`src/rtl/hpdl_pkg.sv`:
```
// ----------------------------------------------------------------------------
// hpdl_pkg
// Shared widths, codes and types of the horizon price direction labeler.
// ----------------------------------------------------------------------------
package hpdl_pkg;

    localparam int TS_W      = 48;
    localparam int PRICE_W   = 32;
    localparam int ROW_W     = 32;
    localparam int HORIZON_W = 32;

    localparam int PENDING_DEPTH_DEF = 32;

    localparam int QUEUE_DEPTH = 2;
    localparam int QUEUE_AW    = $clog2(QUEUE_DEPTH);

    localparam int APB_AW = 3;
    localparam int APB_DW = 32;

    // register index taken from paddr[2]
    localparam logic REG_HORIZON = 1'b0;

    localparam logic [HORIZON_W-1:0] HORIZON_RESET = HORIZON_W'(1000);

    localparam logic STATUS_LABELED = 1'b0;
    localparam logic STATUS_DROPPED = 1'b1;

    typedef enum logic {
        K_CONTINUE,
        K_NEW_SET
    } t_kind;

    typedef struct packed {
        logic [TS_W-1:0]    ts;
        logic [PRICE_W-1:0] price;
        t_kind              kind;
    } t_item;

    typedef enum logic [1:0] {
        S_IDLE,
        S_READ,
        S_TEST,
        S_PUSH
    } t_state;

    typedef struct packed {
        logic take;
        logic emit;
        logic drop;
        logic pop;
        logic push;
        logic to_out;
        logic flush;
    } t_back_ctl;

endpackage

```
`src/rtl/hpdl_front.sv`:
```
// ----------------------------------------------------------------------------
// hpdl_front
// Accepts rows, tags rows that open a new set, and holds them in a short queue.
// ----------------------------------------------------------------------------
module hpdl_front (
    input  logic                        i_clk,
    input  logic                        i_rst_n,
    input  logic                        i_in_valid,
    output logic                        o_in_stall,
    input  logic [hpdl_pkg::TS_W-1:0]    i_timestamp_ms,
    input  logic [hpdl_pkg::PRICE_W-1:0] i_mid_price,
    input  logic                        i_starts_new_set,
    output logic                        o_item_valid,
    output hpdl_pkg::t_item             o_item,
    input  logic                        i_item_take
);
    import hpdl_pkg::*;

    t_item               r_queue [QUEUE_DEPTH];
    logic [QUEUE_AW-1:0] r_wr_ptr;
    logic [QUEUE_AW-1:0] r_rd_ptr;
    logic [QUEUE_AW:0]   r_fill;
    logic                accept;
    t_item               new_item;

    function automatic logic [QUEUE_AW-1:0] q_next(input logic [QUEUE_AW-1:0] p);
        q_next = (p == QUEUE_AW'(QUEUE_DEPTH - 1)) ? '0 : p + 1'b1;
    endfunction

    assign o_in_stall   = (r_fill == (QUEUE_AW + 1)'(QUEUE_DEPTH));
    assign accept       = i_in_valid && !o_in_stall;
    assign o_item_valid = (r_fill != '0);
    assign o_item       = r_queue[r_rd_ptr];

    always_comb begin
        new_item.ts    = i_timestamp_ms;
        new_item.price = i_mid_price;
        new_item.kind  = i_starts_new_set ? K_NEW_SET : K_CONTINUE;
    end

    always_ff @(posedge i_clk) begin
        if (accept) begin
            r_queue[r_wr_ptr] <= new_item;
        end
    end

    always_ff @(posedge i_clk) begin
        if (!i_rst_n) begin
            r_wr_ptr <= '0;
            r_rd_ptr <= '0;
            r_fill   <= '0;
        end else begin
            if (accept) begin
                r_wr_ptr <= q_next(r_wr_ptr);
            end
            if (i_item_take) begin
                r_rd_ptr <= q_next(r_rd_ptr);
            end
            unique case ({accept, i_item_take})
                2'b10:   r_fill <= r_fill + 1'b1;
                2'b01:   r_fill <= r_fill - 1'b1;
                default: r_fill <= r_fill;
            endcase
        end
    end

endmodule

```
`src/rtl/hpdl_back.sv`:
```
// ----------------------------------------------------------------------------
// hpdl_back
// Pending row store and labelling sequencer with a result hold and output stage.
// ----------------------------------------------------------------------------
module hpdl_back #(
    parameter int PENDING_DEPTH = hpdl_pkg::PENDING_DEPTH_DEF
) (
    input  logic                          i_clk,
    input  logic                          i_rst_n,
    input  logic [hpdl_pkg::HORIZON_W-1:0] i_horizon,
    input  logic                          i_item_valid,
    input  hpdl_pkg::t_item               i_item,
    output logic                          o_item_take,
    output logic                          o_out_valid,
    input  logic                          i_out_stall,
    output logic [hpdl_pkg::ROW_W-1:0]     o_row_index,
    output logic                          o_label,
    output logic                          o_status,
    output logic                          o_last_of_run
);
    import hpdl_pkg::*;

    localparam int PW = (PENDING_DEPTH > 1) ? $clog2(PENDING_DEPTH) : 1;
    localparam int CW = $clog2(PENDING_DEPTH + 1);

    logic [TS_W-1:0]    r_mem_time  [PENDING_DEPTH];
    logic [PRICE_W-1:0] r_mem_price [PENDING_DEPTH];
    logic [TS_W-1:0]    r_rd_time;
    logic [PRICE_W-1:0] r_rd_price;

    t_state             r_state;
    t_state             n_state;
    t_back_ctl          ctl;

    logic [TS_W-1:0]    r_ts;
    logic [PRICE_W-1:0] r_price;
    logic [PW-1:0]      r_rp;
    logic [PW-1:0]      r_wp;
    logic [CW-1:0]      r_count;
    logic [ROW_W-1:0]   r_row;

    logic               r_hold_valid;
    logic [ROW_W-1:0]   r_hold_row;
    logic               r_hold_label;
    logic               r_hold_status;

    logic               r_out_valid;
    logic [ROW_W-1:0]   r_out_row;
    logic               r_out_label;
    logic               r_out_status;
    logic               r_out_last;

    logic [TS_W:0]      due_sum;
    logic               head_due;
    logic               full;
    logic               out_free;
    logic               emit_ok;

    function automatic logic [PW-1:0] p_next(input logic [PW-1:0] p);
        p_next = (p == PW'(PENDING_DEPTH - 1)) ? '0 : p + 1'b1;
    endfunction

    assign due_sum  = {1'b0, r_rd_time} + {{(TS_W + 1 - HORIZON_W){1'b0}}, i_horizon};
    assign head_due = (r_count != '0) && (due_sum <= {1'b0, r_ts});
    assign full     = (r_count == CW'(PENDING_DEPTH));
    assign out_free = !r_out_valid || !i_out_stall;
    assign emit_ok  = !r_hold_valid || out_free;

    // next state
    always_comb begin
        n_state = r_state;
        unique case (r_state)
            S_IDLE: begin
                if (i_item_valid) begin
                    n_state = S_READ;
                end
            end
            S_READ: begin
                n_state = S_TEST;
            end
            S_TEST: begin
                priority if (head_due) begin
                    n_state = emit_ok ? S_READ : S_TEST;
                end else if (full) begin
                    n_state = emit_ok ? S_PUSH : S_TEST;
                end else begin
                    n_state = S_PUSH;
                end
            end
            S_PUSH: begin
                if (!r_hold_valid || out_free) begin
                    n_state = S_IDLE;
                end
            end
            default: n_state = S_IDLE;
        endcase
    end

    // control strobes
    always_comb begin
        ctl = '0;
        unique case (r_state)
            S_IDLE: begin
                ctl.take = i_item_valid;
            end
            S_READ: begin
                ctl = '0;
            end
            S_TEST: begin
                priority if (head_due) begin
                    ctl.emit   = emit_ok;
                    ctl.pop    = emit_ok;
                    ctl.to_out = emit_ok && r_hold_valid;
                end else if (full) begin
                    ctl.emit   = emit_ok;
                    ctl.drop   = emit_ok;
                    ctl.pop    = emit_ok;
                    ctl.to_out = emit_ok && r_hold_valid;
                end else begin
                    ctl = '0;
                end
            end
            S_PUSH: begin
                ctl.push   = !r_hold_valid || out_free;
                ctl.to_out = r_hold_valid && out_free;
                ctl.flush  = r_hold_valid && out_free;
            end
            default: ctl = '0;
        endcase
    end

    assign o_item_take = ctl.take;

    always_ff @(posedge i_clk) begin
        if (ctl.push) begin
            r_mem_time[r_wp]  <= r_ts;
            r_mem_price[r_wp] <= r_price;
        end
        r_rd_time  <= r_mem_time[r_rp];
        r_rd_price <= r_mem_price[r_rp];
    end

    always_ff @(posedge i_clk) begin
        if (ctl.take) begin
            r_ts    <= i_item.ts;
            r_price <= i_item.price;
        end
        if (ctl.emit) begin
            r_hold_row    <= r_row;
            r_hold_label  <= ctl.drop ? 1'b0 : (r_price > r_rd_price);
            r_hold_status <= ctl.drop ? STATUS_DROPPED : STATUS_LABELED;
        end
        if (ctl.to_out) begin
            r_out_row    <= r_hold_row;
            r_out_label  <= r_hold_label;
            r_out_status <= r_hold_status;
            r_out_last   <= ctl.flush;
        end
    end

    always_ff @(posedge i_clk) begin
        if (!i_rst_n) begin
            r_state      <= S_IDLE;
            r_rp         <= '0;
            r_wp         <= '0;
            r_count      <= '0;
            r_row        <= '0;
            r_hold_valid <= 1'b0;
            r_out_valid  <= 1'b0;
        end else begin
            r_state <= n_state;
            if (ctl.take && (i_item.kind == K_NEW_SET)) begin
                r_rp    <= '0;
                r_wp    <= '0;
                r_count <= '0;
                r_row   <= '0;
            end
            if (ctl.pop) begin
                r_rp    <= p_next(r_rp);
                r_count <= r_count - 1'b1;
                r_row   <= r_row + 1'b1;
            end
            if (ctl.push) begin
                r_wp    <= p_next(r_wp);
                r_count <= r_count + 1'b1;
            end
            if (ctl.emit) begin
                r_hold_valid <= 1'b1;
            end else if (ctl.flush) begin
                r_hold_valid <= 1'b0;
            end
            if (ctl.to_out) begin
                r_out_valid <= 1'b1;
            end else if (!i_out_stall) begin
                r_out_valid <= 1'b0;
            end
        end
    end

    assign o_out_valid   = r_out_valid;
    assign o_row_index   = r_out_row;
    assign o_label       = r_out_label;
    assign o_status      = r_out_status;
    assign o_last_of_run = r_out_last;

`ifndef SYNTH
    a_count_range: assert property (@(posedge i_clk) disable iff (!i_rst_n)
        r_count <= CW'(PENDING_DEPTH))
        else $error("pending count above depth");

    a_drop_unlabeled: assert property (@(posedge i_clk) disable iff (!i_rst_n)
        (r_out_valid && (r_out_status == STATUS_DROPPED)) |-> !r_out_label)
        else $error("dropped row carries a label");

    a_push_nonempty: assert property (@(posedge i_clk) disable iff (!i_rst_n)
        ctl.push |=> (r_count != '0))
        else $error("store empty after push");

    a_empty_ptrs: assert property (@(posedge i_clk) disable iff (!i_rst_n)
        (r_count == '0) |-> (r_rp == r_wp))
        else $error("pointers differ while store empty");

    a_no_overwrite: assert property (@(posedge i_clk) disable iff (!i_rst_n)
        ctl.to_out |-> out_free)
        else $error("output stage overwritten while stalled");
`endif

endmodule

```
`src/rtl/horizon_price_direction_labeler.sv`:
```
// ----------------------------------------------------------------------------
// horizon_price_direction_labeler
// Labels each row by whether the price one horizon later is strictly higher.
//
// channel   direction  handshake               payload
// in        input      i_in_valid / o_in_stall  timestamp_ms, mid_price,
//                                               starts_new_set
// out       output     o_out_valid / i_out_stall row_index, label, status,
//                                               last_of_run
// cfg       input      apb write, pready high   horizon_ms at paddr 0
//
// a row passes through the idle, read, test and push states of the sequencer,
// and each labelled result adds a return to read, set by the registered read
// of the pending store at the read pointer; an overflow drop adds none
// a two-entry queue takes rows while the sequencer is busy
// reset is synchronous and active low; the pending store is not cleared
// a stalled output holds the sequencer before its next result and before
// the push that ends a row
// ----------------------------------------------------------------------------
module horizon_price_direction_labeler #(
    parameter int PENDING_DEPTH = hpdl_pkg::PENDING_DEPTH_DEF
) (
    input  logic                          i_clk,
    input  logic                          i_rst_n,
    input  logic                          i_in_valid,
    output logic                          o_in_stall,
    input  logic [hpdl_pkg::TS_W-1:0]      i_timestamp_ms,
    input  logic [hpdl_pkg::PRICE_W-1:0]   i_mid_price,
    input  logic                          i_starts_new_set,
    output logic                          o_out_valid,
    input  logic                          i_out_stall,
    output logic [hpdl_pkg::ROW_W-1:0]     o_row_index,
    output logic                          o_label,
    output logic                          o_status,
    output logic                          o_last_of_run,
    input  logic                          psel,
    input  logic                          penable,
    input  logic                          pwrite,
    input  logic [hpdl_pkg::APB_AW-1:0]    paddr,
    input  logic [hpdl_pkg::APB_DW-1:0]    pwdata,
    output logic [hpdl_pkg::APB_DW-1:0]    prdata,
    output logic                          pready
);
    import hpdl_pkg::*;

    logic [HORIZON_W-1:0] r_horizon;
    logic                 item_valid;
    t_item                item;
    logic                 item_take;

    assign pready = 1'b1;

    always_ff @(posedge i_clk) begin
        if (!i_rst_n) begin
            r_horizon <= HORIZON_RESET;
        end else if (psel && penable && pwrite && (paddr[2] == REG_HORIZON)) begin
            r_horizon <= pwdata[HORIZON_W-1:0];
        end
    end

    assign prdata = (paddr[2] == REG_HORIZON) ? APB_DW'(r_horizon) : '0;

    hpdl_front u_front (
        .i_clk            (i_clk),
        .i_rst_n          (i_rst_n),
        .i_in_valid       (i_in_valid),
        .o_in_stall       (o_in_stall),
        .i_timestamp_ms   (i_timestamp_ms),
        .i_mid_price      (i_mid_price),
        .i_starts_new_set (i_starts_new_set),
        .o_item_valid     (item_valid),
        .o_item           (item),
        .i_item_take      (item_take)
    );

    hpdl_back #(
        .PENDING_DEPTH (PENDING_DEPTH)
    ) u_back (
        .i_clk         (i_clk),
        .i_rst_n       (i_rst_n),
        .i_horizon     (r_horizon),
        .i_item_valid  (item_valid),
        .i_item        (item),
        .o_item_take   (item_take),
        .o_out_valid   (o_out_valid),
        .i_out_stall   (i_out_stall),
        .o_row_index   (o_row_index),
        .o_label       (o_label),
        .o_status      (o_status),
        .o_last_of_run (o_last_of_run)
    );

endmodule

```
`config.mk`:
```
export PLATFORM = sky130hd
export DESIGN_NAME = horizon_price_direction_labeler
export DESIGN_NICKNAME = d
export VERILOG_FILES = /design/src/rtl/hpdl_pkg.sv /design/src/rtl/hpdl_front.sv /design/src/rtl/hpdl_back.sv /design/src/rtl/horizon_price_direction_labeler.sv
export SDC_FILE = /design/constraint.sdc
export NUM_CORES = 2
export LEC_CHECK = 0
export BUFFER_PORTS_ARGS = -buffer_cell sky130_fd_sc_hd__buf_2
export CORE_MARGIN = 4
export CORE_UTILIZATION = 40
export CTS_BUF_LIST = sky130_fd_sc_hd__clkbuf_4 sky130_fd_sc_hd__clkbuf_8
export CTS_CLUSTER_SIZE = 14
export DETAILED_ROUTE_END_ITERATION = 12
export PLACE_DENSITY = 0.57
export SYNTH_ARGS = -nofsm -noshare
export SYNTH_HDL_FRONTEND = slang
export SYNTH_SLANG_ARGS = --single-unit
```
`constraint.sdc`:
```
create_clock -name i_clk -period 27.8 [get_ports i_clk]
set_input_delay 8.34 -clock i_clk [delete_from_list [all_inputs] [get_ports i_clk]]
set_output_delay 8.34 -clock i_clk [all_outputs]
set_load 0.02 [all_outputs]
```
Word-level counts from Yosys, hierarchy flattened:

Memory sizes are Yosys's and may differ from the RTL's. A register that Yosys moved wholly into a read port is not among the register bits.
Index checks and enable logic that the tools add are counted.
W data, S select, Z words.

* register bits after elaboration: 237
* memory bits (writable): 2722
* input port bits: 123
* output and inout bits: 70
* memories kept: 3

* $add $sub $neg: 10
* $lt $le $gt $ge: 2
* equality and inequality tests: 12
* multiplexer cells: 42
* bitwise logic cells: 1
* reduce and logical (&&, ||, !) cells: 23

Memories
* u_back.r_mem_time: words 32, width 48, rd ports 1, clocked after Yosys merged registers in 1, wr ports 1, RTL line hpdl_back.sv:26 `logic [TS_W-1:0] r_mem_time [PENDING_DEPTH];`
* u_back.r_mem_price: words 32, width 32, rd ports 1, clocked after Yosys merged registers in 1, wr ports 1, RTL line hpdl_back.sv:27 `logic [PRICE_W-1:0] r_mem_price [PENDING_DEPTH];`
* u_front.r_queue: words 2, width 81, rd ports 1, clocked after Yosys merged registers in 1, wr ports 1, RTL line hpdl_front.sv:19 `t_item r_queue [QUEUE_DEPTH];`

Operator list (number)
* $mux W32: 3
* $add A48 B32 Y49: 1
* $le A49 B48 Y1: 1
* $add A32 B1 Y32 const B: 1
* $gt A32 B32 Y1: 1
* $mux W5: 5
* $mux W1: 21
* $mux W6: 3
* $add A5 B1 Y5 const B: 2
* $eq A5 B5 Y1 const B: 2
* $mux W2: 5
* $reduce_bool A2 Y1: 5
* $eq A2 B2 Y1 const B: 4
* $logic_and A1 B1 Y1: 8
* $pmux W2 S4: 1
* $add A6 B1 Y6 const B: 1
* $eq A6 B6 Y1 const B: 1
* $mux W3: 2
* $pmux W3 S2: 1
* $reduce_bool A6 Y1: 1
* $sub A6 B1 Y6 const B: 1
* $eq A2 B1 Y1 const B: 2
* $logic_not A1 Y1: 4
* $ne A2 B1 Y1 const B: 2
* other kinds (10): 12

Logic depth before layout (Yosys ltp):

* depth after elaboration: 9
* mapped depth: 24

Hierarchy:

Synthesis repeated with hierarchy kept, for this count alone.

* cell total of the unflattened synthesis: 5300
* area total of the unflattened synthesis: 117416.4 um2

By module, submodules not included
* hpdl_back: instances 1, cells each 4846, area each 109795.3 um2, seq. area each 83990.6 um2
* hpdl_front: instances 1, cells each 277, area each 6053.3 um2, seq. area each 4964.8 um2
* horizon_price_direction_labeler: instances 1, cells each 177, area each 1567.8 um2, seq. area each 640.6 um2

Worst setup path after synthesis:

OpenSTA, ideal clock, no wires.

* path kind: input -> output
* start: input paddr[2] (netlist bit)
* end: output prdata[10] (netlist bit)
* arrival: 8.853 ns
* path slack: 10.607 ns
* cell stages on the path: 2
* buffers on the path: 1
* cell sequence: clkbuf_1 -> nor2b_1

* word-level cells in the longest chain between the ends: 1

Ends and longest elaborated chain
* start, declared: RTL line horizon_price_direction_labeler.sv:39 `input logic [hpdl_pkg::APB_AW-1:0] paddr,`
* $mux W32: RTL line horizon_price_direction_labeler.sv:61 `assign prdata = (paddr[2] == REG_HORIZON) ? APB_DW'(r_horizon) : '0;`
* end, declared: RTL line horizon_price_direction_labeler.sv:41 `output logic [hpdl_pkg::APB_DW-1:0] prdata,`

No other way between the ends.

Worst setup path in the final report:

* start: input paddr[2] (netlist bit)
* end: output prdata[1] (netlist bit)

Same word-level chain as after synthesis.

==> metrics.yaml <==
cp-start-kind: "input port"
synth_simple_gate_area_share_pct: 2.22
fin_crit_sh_pct: 62.7
ctsHoldBuffers: 0
pre_cts_ws_ps: 10340
synth_top_family_by_area: "multiplexers"
ys_seq_area_share_pct: 76.3
area_delta_synth_final_pct: 14.4
placed_cells: 9357
avgSynthCellArea_um2: 21.9
syn_nets: 5600
cts.sinks: 3040
syn-cell-area_um2: 117000
fin_setup_tns_ps: 0
fill_cells: 24300
cts_tree: "yes"
ios: 193
via_per_inst: 5.54
ys_warn_count: 0
wl_per_cell_um: 28.3
nets: 6228
relSlewSlack_pct: 17.1
grt_pass1_wl_um: 423000
setup_viol: 0
status: "complete, no violations"
cap_viol_max_count: 0
crit_required_ps: 19460
core_area_um2: 292000
htreeDepth: 6
grt_antenna_before_repair: 8
clk_latency_ps: 1130
worstSetupPathType: "in2out"
ys_types: 83
rows: 198
rsz0062_at_grt: "no"
first_global_vias: 59700
final_common_cell: "edfxtp_1"
layoutNonFillerInstCount: 10300
p_per_area_nw_per_um2: 83.1
synthAdderAreaFrac_pct: 1.33
synthArstFlopShare_pct: 0
post_cts_buffers: 0
worst_hold_path_type: "reg2reg"
grt_use_total_pct: 19.1
drtIter0Drc: 5731
period_needed_ps: 17420
endpoint_kind: "primary output"
synth-compound-area-share_pct: 1.74
tightest_slew_ps: 1240
die_x_um: 550
start_util_pct: 40.3
route.detailed.drc: 0
synth_xor_xnor_area_share_pct: 0.373
worst_slack_ps: 10380
post_cts_resized: 0
chipHeight_um: 550
place.port_buffers: 189
cts-root-buf: "clkbuf_8"
finalHoldViolCount: 0
grt_max_degree: 120
dp_hpwl_um: 151000
drive_above_1_share_pct: 34.9
numCtsBuffers: 522
fin_skew_ps: 88.9
slew_violations: 0
synthMuxAreaShare_pct: 16.9
synth-edff-count: 2871
clkTransAtPathRegs_ps: 60
ys.flop_type: "edfxtp_1"
power_leakage_nw: 42.3
place.gp.congestion: 0.803
fmax_mhz: 57.4
wl_um: 291000
overflow: 0
cp.arrival_ps: 9080
num_vias: 56900
route.antenna.remaining_nets: 0
vdd_ir_drop_max_uv: 103
dr.pass1.iters: 6
cts_max_path_buffers: 4
crit_fanout: 34
layout_common_cells: "edfxtp_1, mux4_2, clkbuf_8, clkbuf_4, buf_2"
dieArea_um2: 302000
synthCells: 5353
ys_ff_latch: 3040
==> state kept, by name, summed over array words and instances (netlist names), 2 cells and up, named ones only <==
| name | cells |
|---|---|
| u_back.r_ts | 48 |
| u_back.r_state | 2 |
| u_back.r_rp | 5 |
| u_front.r_queue | 162 |
| u_back.r_row | 32 |
| u_back.r_mem_time | 1536 |
| u_front.r_fill | 2 |
| u_back.r_price | 32 |
| u_back.r_rd_price | 32 |
| u_back.r_count | 6 |
| r_horizon | 32 |
| u_back.r_wp | 5 |
| u_back.r_hold_row | 32 |
| u_back.r_rd_time | 48 |
| u_back.r_mem_price | 1024 |
| u_back.o_row_index | 32 |
==> routing by layer <==
layer,wire length [um],GRT usage (%),vias to the layer above,share of wire [%]
li1,-,-,23800,-
met1,127000,27.2,30700,44
met2,141000,31.0,1979,48
met3,17200,3.14,452,5.9
met4,6250,4.75,2,2.1
met5,13,0,-,0.0045
==> synth_stat cells (all sizes together) (35+ instances only) <==
cell type / count / area share [%]
nor2b: 42 / 0.22
nand3: 57 / 0.25
dfxtp: 169 / 2.9
nand4: 35 / 0.19
nand2: 134 / 0.43
o21ai: 56 / 0.24
edfxtp: 2871 / 73
mux2: 161 / 1.5
ha: 123 / 1.3
inv: 111 / 0.35
a21oi: 106 / 0.45
nor2: 96 / 0.31
mux4: 800 / 15
buf: 60 / 0.22
clkbuf: 184 / 0.59
==> critical path, stage by stage <==
cell,delay [ps]
buf_2,440
nor2b_1,110
buf_2,180
==> path summary, 6_finish.rpt <==
check                                  start                          endpoint  cells after the start  slack, ps
min          u_back.r_hold_row[12]$_DFFE_PP_  u_back.o_row_index[12]$_DFFE_PP_                      0        410
max reg2reg        r_horizon[0]$_SDFFE_PN0P_    u_back.r_hold_row[8]$_DFFE_PP_                     20      20150
min reg2reg  u_back.r_hold_row[12]$_DFFE_PP_  u_back.o_row_index[12]$_DFFE_PP_                      0        410
max                                 paddr[2]                         prdata[1]                      3      10380
==> cell families after synthesis <==
family,count (synthesis)
AO/OA/AOI/OAI,314
other,1
adder cells (fa/ha/maj),124
flip-flops,3040
multiplexers,962
buffers and inverters,355
AND/OR/NAND/NOR,507
XOR/XNOR,50
==> area by class of cell <==
class | count | area, um2 | area share [%]
Clock inverter | 160 | 1200 | 0.892
Sequential cell | 3040 | 89600 | 66.7
Inverter | 111 | 417 | 0.310
Timing Repair Buffer | 348 | 2250 | 1.68
Multi-Input combinational cell | 1958 | 26800 | 19.9
Clock buffer | 767 | 9210 | 6.85
Tap cell | 3900 | 4880 | 3.63
Antenna cell | 4 | 10.0 | 0.00745
==> where the power goes <==
part           leakage (nW)  switching, mW  internal, mW
combinational          9.40          0.798         0.511
clock                  5.54           1.81          2.20
sequential             27.3          0.254          5.59
==> metrics by stage <==
stage / total power, mW / utilization [%] / hold slack, ps / instance area, um2
after floorplan: 6.71 / - / 400 / 117000
after global placement: 7.22 / 42.5 / 406 / 124000
after detailed placement: 7.28 / 42.5 / 405 / 124000
after CTS: 11.3 / 46.1 / 417 / 134000
after global routing: 11.7 / 46.1 / 421 / 134000
final: 11.2 / 46.1 / 413 / 134000
No activity file was read; power rests on OpenSTA's default activity.
